===== src/rtl/nnis_pkg.sv =====
package nnis_pkg;

    // configuration register widths
    localparam int SRC_WIDTH_W  = 10;
    localparam int SRC_HEIGHT_W = 9;
    localparam int TGT_SIZE_W   = 11;
    localparam int STRIDE_W     = 14;
    localparam int CFG_INDEX_W  = 3;
    localparam int CFG_DATA_W   = 14;

    // payload widths
    localparam int COLOUR_W     = 8;
    localparam int RGB_W        = 3 * COLOUR_W;
    localparam int COORD_W      = 11;
    localparam int OFFSET_W     = 24;
    localparam int IN_TDATA_W   = 48;
    localparam int IN_TUSER_W   = 2;
    localparam int OUT_TDATA_W  = 56;

    // product widths feeding the dividers and the store address
    localparam int NUM_X_W      = COORD_W + SRC_WIDTH_W;
    localparam int NUM_Y_W      = COORD_W + SRC_HEIGHT_W;
    localparam int PIX_INDEX_W  = SRC_WIDTH_W + SRC_HEIGHT_W;

    localparam int DEF_MAX_SRC_WIDTH  = 640;
    localparam int DEF_MAX_SRC_HEIGHT = 480;

    localparam logic [SRC_WIDTH_W-1:0]  RST_SRC_WIDTH  = 10'd640;
    localparam logic [SRC_HEIGHT_W-1:0] RST_SRC_HEIGHT = 9'd480;
    localparam logic [TGT_SIZE_W-1:0]   RST_TGT_WIDTH  = 11'd640;
    localparam logic [TGT_SIZE_W-1:0]   RST_TGT_HEIGHT = 11'd480;
    localparam logic [STRIDE_W-1:0]     RST_STRIDE     = 14'd2560;

    localparam logic [COLOUR_W-1:0] ALPHA_OPAQUE = 8'hFF;

    localparam logic CMD_LOAD  = 1'b0;
    localparam logic CMD_FETCH = 1'b1;

    typedef enum logic [CFG_INDEX_W-1:0] {
        CFG_SRC_WIDTH  = 3'd0,
        CFG_SRC_HEIGHT = 3'd1,
        CFG_TGT_WIDTH  = 3'd2,
        CFG_TGT_HEIGHT = 3'd3,
        CFG_STRIDE     = 3'd4
    } cfg_index_t;

    typedef struct packed {
        logic load;        // write the input beat into the store
        logic capture;     // latch the fetch coordinate
        logic div_start;   // launch both coordinate divisions
        logic map_en;      // clamp quotients, form offset
        logic prod_en;     // row times width
        logic read_en;     // issue store read
        logic out_load;    // fill the output register
    } nnis_cmd_t;

    typedef struct packed {
        logic div_done;
        logic out_free;
    } nnis_status_t;

endpackage


===== src/rtl/nnis_ctrl.sv =====
module nnis_ctrl (
    input  logic                 clk,
    input  logic                 rst_n,
    input  logic                 s_tvalid,
    input  logic                 command,
    input  nnis_pkg::nnis_status_t status,
    output logic                 s_tready,
    output nnis_pkg::nnis_cmd_t  cmd
);

    typedef enum logic [2:0] {
        ST_IDLE,
        ST_START,
        ST_DIV,
        ST_MAP,
        ST_PROD,
        ST_READ,
        ST_OUT
    } state_t;

    state_t state_reg;
    state_t state_next;
    logic   beat;

    assign s_tready = (state_reg == ST_IDLE);
    assign beat     = s_tvalid && s_tready;

    always_comb
    begin
        state_next = state_reg;
        case (state_reg)
            ST_IDLE:
            begin
                if (beat && command == nnis_pkg::CMD_FETCH)
                begin
                    state_next = ST_START;
                end
            end
            ST_START: state_next = ST_DIV;
            ST_DIV:
            begin
                if (status.div_done)
                begin
                    state_next = ST_MAP;
                end
            end
            ST_MAP:  state_next = ST_PROD;
            ST_PROD: state_next = ST_READ;
            ST_READ: state_next = ST_OUT;
            ST_OUT:
            begin
                if (status.out_free)
                begin
                    state_next = ST_IDLE;
                end
            end
            default: state_next = ST_IDLE;
        endcase
    end

    always_ff @(posedge clk or negedge rst_n)
    begin
        if (!rst_n)
        begin
            state_reg <= ST_IDLE;
        end
        else
        begin
            state_reg <= state_next;
        end
    end

    always_comb
    begin
        cmd           = '0;
        cmd.load      = beat && command == nnis_pkg::CMD_LOAD;
        cmd.capture   = beat && command == nnis_pkg::CMD_FETCH;
        cmd.div_start = state_reg == ST_START;
        cmd.map_en    = state_reg == ST_MAP;
        cmd.prod_en   = state_reg == ST_PROD;
        cmd.read_en   = state_reg == ST_READ;
        cmd.out_load  = state_reg == ST_OUT && status.out_free;
    end

endmodule


===== config.mk =====
export PLATFORM = sky130hd
export DESIGN_NAME = nnis_ctrl
export DESIGN_NICKNAME = d
export VERILOG_FILES = /design/src/rtl/nnis_pkg.sv /design/src/rtl/nnis_ctrl.sv
export SDC_FILE = /design/constraint.sdc
export NUM_CORES = 1
export LEC_CHECK = 0
export BUFFER_PORTS_ARGS = -buffer_cell sky130_fd_sc_hd__buf_2
export CORE_AREA = 2 2 39 41
export DETAILED_ROUTE_END_ITERATION = 10
export DIE_AREA = 0 0 41 43
export MAX_ROUTING_LAYER = met4
export PLACE_DENSITY_LB_ADDON = 0.2
export SKIP_CTS_REPAIR_TIMING = 1
export SLEW_MARGIN = 20
export SYNTH_ARGS = -nofsm -noshare
export SYNTH_HDL_FRONTEND = slang
export SYNTH_SLANG_ARGS = --single-unit

===== constraint.sdc =====
create_clock -name clk -period 0.8 [get_ports clk]
set_clock_uncertainty 0.05 [all_clocks]
set_input_delay 0.12 -clock clk [delete_from_list [all_inputs] [get_ports clk]]
set_output_delay 0.12 -clock clk [all_outputs]
set_load 0.02 [all_outputs]

==> impl_metrics.py, run 1 <==
metrics = {
    "status": {
        "run_status": "complete, but fails checks",
        "violations": "negative setup slack",
    },
    "min_path": {
        "hp-class": "primary input to register",
        "min_to": "state_reg[0]$_DFFE_PN0P_",
        "whs_path_depth": 3,
        "worstHoldStart": "status[1]",
    },
    "cts": {
        "clkTransAtPathRegs_ps": 40,
        "cts_root_buf": "clkbuf_4",
        "clock_path_buffers": 2,
        "clock_sinks": 3,
        "htreeDepth": 1,
        "cts_tree": "built",
        "clk_latency_ps": 230,
        "cts_buffers": 3,
    },
    "setup_path": {
        "reg2reg_depth": 3,
        "critPathRequiredTime_ps": 630,
        "path_cells": "nor3_4 > and3_2 > buf_4",
        "path_buf_inv": 1,
        "start_kind": "register",
        "crit_arrival_ps": 1210,
        "cpLargestDelayFamily": "flip-flops",
        "path_class": "register to output pin",
        "crit_fanout": 6,
        "cpMaxStageDelayCell": "dfrtp_2",
        "worstSetupEndpointType": "output pin",
        "critPathMaxStageDelay_ps": 440,
        "r2r_end": "state_reg[2]$_DFFE_PN0P_",
        "ff2ff_setup_slack_ps": -310,
        "r2r-start": "state_reg[1]$_DFFE_PN0P_",
    },
    "pwr": {
        "p_per_area_nw_per_um2": 3690,
        "clkPwrFrac": 0.165,
        "ir_drop_v": 0.00109,
        "p_switching_uw": 653,
        "p_int_uw": 930,
        "pwr-share-comb": 0.594,
        "p_leak_nw": 0.212,
        "swShare": 0.413,
        "sequentialPowerShare": 0.240,
    },
    "place": {
        "placedCellCount": 52,
        "finalWeightedCongestion": 0.654,
        "dp_slack_ps": -378,
        "hpwl_um": 440,
        "io_buffers": 13,
        "dpl_cell_area_sq_um": 329,
    },
    "logic_synthesis": {
        "syn-num-nets": 27,
        "ys_top_cells_by_area": "dfrtp_1 (39%), and3b_1 (9.1%), nand2b_1 (6.5%)",
        "synthTopCellsByCount": "dfrtp_1 (3), and3b_1 (2), nand2b_1 (2), nor2_1 (2), o21ai_0 (2)",
        "syn_area_sq_um": 193,
        "synth_ff_type": "dfrtp_1",
        "syn_inst": 21,
        "synth_top_cell_area_share": 0.390,
        "ys_seq_area_frac": 0.390,
        "ys_types": 15,
        "synth.ff_latch_count": 3,
        "postSynthAreaPerCell_sq_um": 9.18,
        "synthArstFlopShare": 1.00,
        "synth_area_leader_cell": "dfrtp_1",
        "yosysMostFrequentCell": "dfrtp_1",
        "ys_warn_count": 0,
        "synth-edff-count": 0,
    },
    "timing": {
        "hold_slack_ps": 116,
        "rsz0062_at_grt": "yes",
        "slew_violations": 0,
        "max_freq_mhz": 726,
        "fin_ws_ps": -577,
        "setup_viol": 11,
        "worst_pin_slew_ps": 196,
        "slew-limit-headroom": 0.868,
        "min_period_over_period": 1.72,
        "period_needed_ps": 1380,
        "finalHoldViolCount": 0,
    },
    "floorplan": {
        "coreArea_sq_um": 1380,
        "die-area_sq_um": 1760,
        "num_io_pins": 14,
        "die_w_um": 41,
        "die_h_um": 43,
        "fp-row-count": 14,
        "start_util": 0.139,
    },
    "detailed_routing": {
        "dr.pass1.iters": 3,
        "drc": 0,
        "drt.antenna.violating_nets": 0,
        "vias_per_cell": 3.98,
        "wl_per_cell_um": 9.87,
        "vias": 243,
        "dr.first_iter.drc_count": 4,
        "finalWirelength_um": 602,
    },
    "cells_and_area": {
        "stdcell_count": 61,
        "nets": 52,
        "drive_above_1_share": 0.778,
        "area_growth_pct": 123,
        "fin_area_sq_um": 429,
        "largest_reg_flops": 3,
        "utilization": 0.310,
        "diodes": 0,
    },
    "global_route": {
        "globalRoute.totalOverflow": 0,
        "grt_util_all_layers": 0.0888,
        "grt_pass1_vias": 239,
        "antenna_found_initial": 0,
        "grt_max_degree": 9,
        "grt_first_pass_wirelength_um": 966,
    },
    "run": {
        "maxCapViolCount": 0,
    },
}
[logic make-up after synthesis]
logic type,share of synthesized area
buffers and inverters,0.0195
AO/OA/AOI/OAI,0.156
flip-flops,0.390
AND/OR/NAND/NOR,0.435
[worst max path at each step]
stage / start / cells after the start / to
floorplan: state_reg[2]$_DFFE_PN0P_ / 2 / cmd[6]
global placement: state_reg[2]$_DFFE_PN0P_ / 3 / cmd[6]
detailed placement: state_reg[2]$_DFFE_PN0P_ / 3 / cmd[6]
CTS: state_reg[2]$_DFFE_PN0P_ / 3 / cmd[6]
global route: state_reg[2]$_DFFE_PN0P_ / 3 / cmd[6]
finish: state_reg[2]$_DFFE_PN0P_ / 3 / cmd[5]
[layout by cell type (no fill, tap or decap), types with 2 or more instances in the layout]
master    Yosys  routed
clkbuf_4      0       3
and3b_2       0       2
buf_6         0       3
dfrtp_2       0       3
buf_4         0      10
buf_2         0       6
o21ai_0       2       2
[power by group through the flow]
stage	clock network (mW)	registers (mW)	logic (mW)
2_1_floorplan	0	0.370	0.486
3_3_place_gp	0	0.403	0.704
3_5_place_dp	0	0.408	0.712
4_1_cts	0.272	0.404	0.715
5_1_grt	0.288	0.394	1.02
6_report	0.262	0.380	0.941
[worst min-delay path: stages]
cell	delay, ps
buf_2	80
nand4bb_1	90
o31ai_1	70
[final cells by class]
| type | instances | area (sq um) |
|---|---|---|
| timing repair buffer | 20 | 149 |
| multi-input combinational | 17 | 151 |
| inverter | 1 | 3.75 |
| sequential | 3 | 78.8 |
| tap | 16 | 20.0 |
| fill | 154 | 955 |
| clock buffer | 4 | 26.3 |
[metrics by stage]
step | setup TNS [ps] | power, mW
after floorplan | -2290 | 0.856
after global placement | -2680 | 1.11
after detailed placement | -2800 | 1.12
after CTS | -4820 | 1.39
after global routing | -5290 | 1.70
final | -4720 | 1.58
[per-layer routing]
metal / GRT usage / up-vias / share of wire
met5: - / - / 0
met4: 0.100 / 0 / 0
met3: 0.0314 / 0 / 0.063
met2: 0.109 / 9 / 0.49
met1: 0.0977 / 110 / 0.45
li1: - / 124 / -
Power figures use the tool's default switching activity.
==> run 2, diff against run 1 <==
- CELL_PAD_IN_SITES_DETAIL_PLACEMENT: unset -> 1
- CELL_PAD_IN_SITES_GLOBAL_PLACEMENT: unset -> 2
- CTS_CLUSTER_SIZE: unset -> 40
==> run 2 against run 1 <==
The flow still finishes with violations (negative setup slack). Critical path depth unchanged. Sequential power up 3%. Clock power barely moved. Global-route usage fell by 0.55 points. Non-clock buffer count fell by 1. Cell count is 1.6% lower. Register-to-register slack worse by 20 ps. Maximum frequency is 0.16% lower. Via count is the same. Critical path type unchanged. Critical endpoint unchanged.
==> impl_metrics.py, run 2 (synthesis results as in run 1) <==
metrics = {
    "status": {
        "run_status": "complete, but fails checks",
        "violations": "negative setup slack",
    },
    "floorplan": {
        "die-area_sq_um": 1760,
        "die_w_um": 41,
        "num_io_pins": 14,
        "die_h_um": 43,
        "coreArea_sq_um": 1380,
        "fp-row-count": 14,
        "start_util": 0.139,
    },
    "setup_path": {
        "cp-endpoint": "cmd[5]",
        "r2r_end": "state_reg[2]$_DFFE_PN0P_",
        "path_class": "register to output pin",
        "crit_fanout": 4,
        "r2r-start": "state_reg[1]$_DFFE_PN0P_",
        "critical_path.startpoint": "state_reg[0]$_DFFE_PN0P_",
        "crit_arrival_ps": 1210,
        "ff2ff_setup_slack_ps": -330,
        "worstSetupEndpointType": "output pin",
        "critPathRequiredTime_ps": 630,
        "reg2reg_depth": 3,
        "start_kind": "register",
    },
    "detailed_routing": {
        "drt.antenna.violating_nets": 0,
        "dr.pass1.iters": 2,
        "wl_per_cell_um": 11.0,
        "finalWirelength_um": 658,
        "drc": 0,
        "vias": 243,
        "vias_per_cell": 4.05,
        "dr.first_iter.drc_count": 1,
    },
    "global_route": {
        "grt_pass1_vias": 241,
        "grt_first_pass_wirelength_um": 952,
        "grt_max_degree": 9,
        "grt_util_all_layers": 0.0833,
        "antenna_found_initial": 0,
        "globalRoute.totalOverflow": 0,
    },
    "place": {
        "io_buffers": 13,
        "dpl_cell_area_sq_um": 322,
        "finalWeightedCongestion": 0.669,
        "hpwl_um": 429,
        "dp_slack_ps": -381,
        "placedCellCount": 51,
    },
    "cells_and_area": {
        "fin_area_sq_um": 458,
        "final-seq-area_sq_um": 78.8,
        "drive_above_1_share": 0.795,
        "area_growth_pct": 138,
        "final_common_cell": "buf_2",
        "stdcell_count": 60,
        "largest_reg_flops": 3,
        "nets": 51,
        "nFillCells": 159,
        "diodes": 0,
        "layout_common_cells": "buf_2 (7), buf_6 (6), buf_4 (4), clkbuf_4 (3), dfrtp_2 (3)",
        "multi_input_area_sq_um": 166,
    },
    "pwr": {
        "p_per_area_nw_per_um2": 3830,
        "ir_drop_v": 0.000956,
        "p_leak_nw": 0.218,
        "fin_total_pwr_mw": 1.75,
    },
    "cts": {
        "cts_tree": "built",
        "clock_sinks": 3,
        "htreeDepth": 1,
        "clk_latency_ps": 230,
        "cts_root_buf": "clkbuf_4",
        "cts_buffers": 3,
        "clock_path_buffers": 2,
        "clkTransAtPathRegs_ps": 40,
    },
    "timing": {
        "setup_viol": 11,
        "slew_violations": 0,
        "period_needed_ps": 1380,
        "hold_slack_ps": 116,
        "min_period_over_period": 1.72,
        "rsz0062_at_grt": "yes",
        "fin_ws_ps": -579,
        "slew-limit-headroom": 0.873,
        "finalHoldViolCount": 0,
        "worst_pin_slew_ps": 188,
        "max_freq_mhz": 725,
    },
    "min_path": {
        "hp-class": "primary input to register",
    },
    "run": {
        "maxCapViolCount": 0,
    },
}
==> run 2: layer usage <==
metal  routed length, um  track usage  vias to the layer above
met1                 279       0.0997                      111
met2                 332        0.109                       11
met3                  46       0.0157                        0
met5                   0            -                        -
met4                   0       0.0800                        0
li1                    -            -                      121
==> run 2: metrics by stage <==
stage	utilization	TNS, ps
after floorplan	-	-2290
after global placement	0.232	-2790
after detailed placement	0.232	-2850
after CTS	0.251	-4880
after global routing	0.331	-5480
final	0.331	-5020
==> run 2: critical path, cell delays in order, from the launching register on <==
cell	delay [ps]
dfrtp_2	450
nor3_4	210
and3_2	190
buf_4	130
==> run 2: how the worst min path moves through the flow <==
stage	startpoint	to	cells after the start
after global routing	status[1]	state_reg[0]$_DFFE_PN0P_	3
after detailed placement	rst_n	state_reg[0]$_DFFE_PN0P_	1
after CTS	rst_n	state_reg[2]$_DFFE_PN0P_	1
after global placement	rst_n	state_reg[0]$_DFFE_PN0P_	1
final	status[1]	state_reg[0]$_DFFE_PN0P_	3
after floorplan	rst_n	state_reg[0]$_DFFE_PN0P_	0
==> run 2: cell type report <==
class / count / share of cell area
timing repair buffer: 19 / 0.355
inverter: 1 / 0.00820
clock buffer: 4 / 0.0574
tap: 16 / 0.0437
multi-input combinational: 17 / 0.363
sequential: 3 / 0.172
==> run 2: power breakdown <==
part,total [mW],switching (mW),internal (mW)
sequential,0.392,0.157,0.235
combinational,1.10,0.491,0.609
clock,0.261,0.0747,0.187
==> run 3, diff against run 2 <==
- TNS_END_PERCENT: unset -> 50
==> run 3 against run 2 <==
The flow still finishes with violations (negative setup slack). Clock-buffer cell count did not move. First-iteration DRC count fell by 100%. Hold slack gained 29 ps. Sequential share of layout area is 0.63 points higher. Utilization decreased by 1.2 points. Global-route usage increased by 1.0 points. Clock power down 2%. Sequential power is 1% lower. Sequential cell count is the same. Non-clock buffer count increased by 1.
==> impl_metrics.py, run 3 (synthesis results as in run 1) <==
metrics = {
    "status": {
        "run_status": "complete, but fails checks",
        "violations": "negative setup slack",
    },
    "floorplan": {
        "coreArea_sq_um": 1380,
        "die-area_sq_um": 1760,
        "die_w_um": 41,
        "fp-row-count": 14,
        "start_util": 0.139,
        "num_io_pins": 14,
        "die_h_um": 43,
    },
    "cts": {
        "clk_latency_ps": 230,
        "clock_path_buffers": 2,
        "cts_buffers": 3,
        "cts_root_buf": "clkbuf_4",
        "htreeDepth": 1,
        "clock_sinks": 3,
        "clkTransAtPathRegs_ps": 40,
        "cts_tree": "built",
    },
    "timing": {
        "fin_ws_ps": -583,
        "slew_violations": 0,
        "worst_pin_slew_ps": 224,
        "max_freq_mhz": 723,
        "period_needed_ps": 1380,
        "rsz0062_at_grt": "yes",
        "min_period_over_period": 1.73,
        "setup_viol": 11,
        "hold_slack_ps": 145,
        "slew-limit-headroom": 0.849,
        "finalHoldViolCount": 0,
    },
    "detailed_routing": {
        "wl_per_cell_um": 10.9,
        "finalWirelength_um": 662,
        "drt.antenna.violating_nets": 0,
        "vias_per_cell": 4.15,
        "drc": 0,
        "vias": 253,
        "dr.pass1.iters": 1,
        "dr.first_iter.drc_count": 0,
    },
    "global_route": {
        "antenna_found_initial": 0,
        "grt_pass1_vias": 249,
        "grt_use_met3": 0.0471,
        "grt_max_degree": 9,
        "use_met2": 0.141,
        "globalRoute.totalOverflow": 0,
        "top_usage_layer": "met2",
        "grt_util_all_layers": 0.0937,
        "grt_first_pass_wirelength_um": 986,
        "use_met1": 0.0806,
    },
    "place": {
        "dpl_cell_area_sq_um": 327,
        "hpwl_um": 478,
        "io_buffers": 13,
        "finalWeightedCongestion": 0.691,
    },
    "pwr": {
        "sequentialPowerShare": 0.232,
        "swShare": 0.410,
        "ir_drop_v": 0.00102,
        "p_per_area_nw_per_um2": 3780,
        "pwr-share-comb": 0.614,
        "p_int_uw": 987,
        "fin_total_pwr_mw": 1.67,
        "p_switching_uw": 685,
        "clkPwrFrac": 0.154,
        "p_leak_nw": 0.216,
    },
    "setup_path": {
        "r2r-start": "state_reg[0]$_DFFE_PN0P_",
        "start_kind": "register",
        "crit_fanout": 6,
        "worstSetupEndpointType": "output pin",
        "path_class": "register to output pin",
        "cp-endpoint": "cmd[2]",
        "ff2ff_setup_slack_ps": -330,
        "reg2reg_depth": 3,
        "crit_arrival_ps": 1210,
        "critPathRequiredTime_ps": 630,
        "r2r_end": "state_reg[2]$_DFFE_PN0P_",
        "critical_path.startpoint": "state_reg[0]$_DFFE_PN0P_",
    },
    "cells_and_area": {
        "nets": 52,
        "drive_above_1_share": 0.778,
        "area_growth_pct": 129,
        "largest_reg_flops": 3,
        "nFillCells": 165,
        "final_common_cell": "buf_4",
        "fin_area_sq_um": 442,
        "layout_common_cells": "buf_4 (8), buf_2 (7), buf_6 (4), clkbuf_4 (3), dfrtp_2 (3)",
        "diodes": 0,
        "utilization": 0.319,
    },
    "min_path": {
        "hp-class": "primary input to register",
    },
    "run": {
        "maxCapViolCount": 0,
    },
}
## run 3: area by class of cell
| type | instances | area, sq um | share of cell area |
|---|---|---|---|
| multi-input combinational | 17 | 163 | 0.368 |
| timing repair buffer | 20 | 150 | 0.340 |
| sequential | 3 | 78.8 | 0.178 |
| clock buffer | 4 | 26.3 | 0.0595 |
| tap | 16 | 20.0 | 0.0453 |
| inverter | 1 | 3.75 | 0.00850 |
## run 3: layer usage
metal  wire length, um  vias up
met5                 0        -
met4                 0        0
met3                27        0
met2               382        8
met1               252      119
li1                  -      126
## run 3: power groups by stage
stage	combinational, mW	clock, mW	sequential, mW
after detailed placement	0.722	0	0.406
after floorplan	0.482	0	0.366
after global routing	1.12	0.285	0.408
after CTS	0.728	0.270	0.407
after global placement	0.709	0	0.398
final	1.03	0.257	0.388
## run 3: metrics by stage
stage	setup slack, ps	setup TNS [ps]	cells
2_1_floorplan	-402	-2530	21
3_3_place_gp	-361	-2960	52
3_5_place_dp	-376	-3130	52
4_1_cts	-624	-5210	56
5_1_grt	-650	-5490	61
6_report	-583	-4850	61
## run 3: worst max-delay path, cell delays in order (launching register included)
cell and delay [ps]:
dfrtp_2 440, buf_4 160, nor3_1 180, buf_2 190
## run 3: worst min-delay path by stage
stage | start | to | slack [ps] | depth (start not counted)
2_1_floorplan | rst_n | state_reg[0]$_DFFE_PN0P_ | -230 | 0
3_3_place_gp | rst_n | state_reg[0]$_DFFE_PN0P_ | -140 | 1
3_5_place_dp | rst_n | state_reg[0]$_DFFE_PN0P_ | -130 | 1
4_1_cts | rst_n | state_reg[2]$_DFFE_PN0P_ | -380 | 1
5_1_grt | status[0] | state_reg[1]$_DFFE_PN0P_ | 160 | 3
6_report | status[1] | state_reg[0]$_DFFE_PN0P_ | 150 | 3
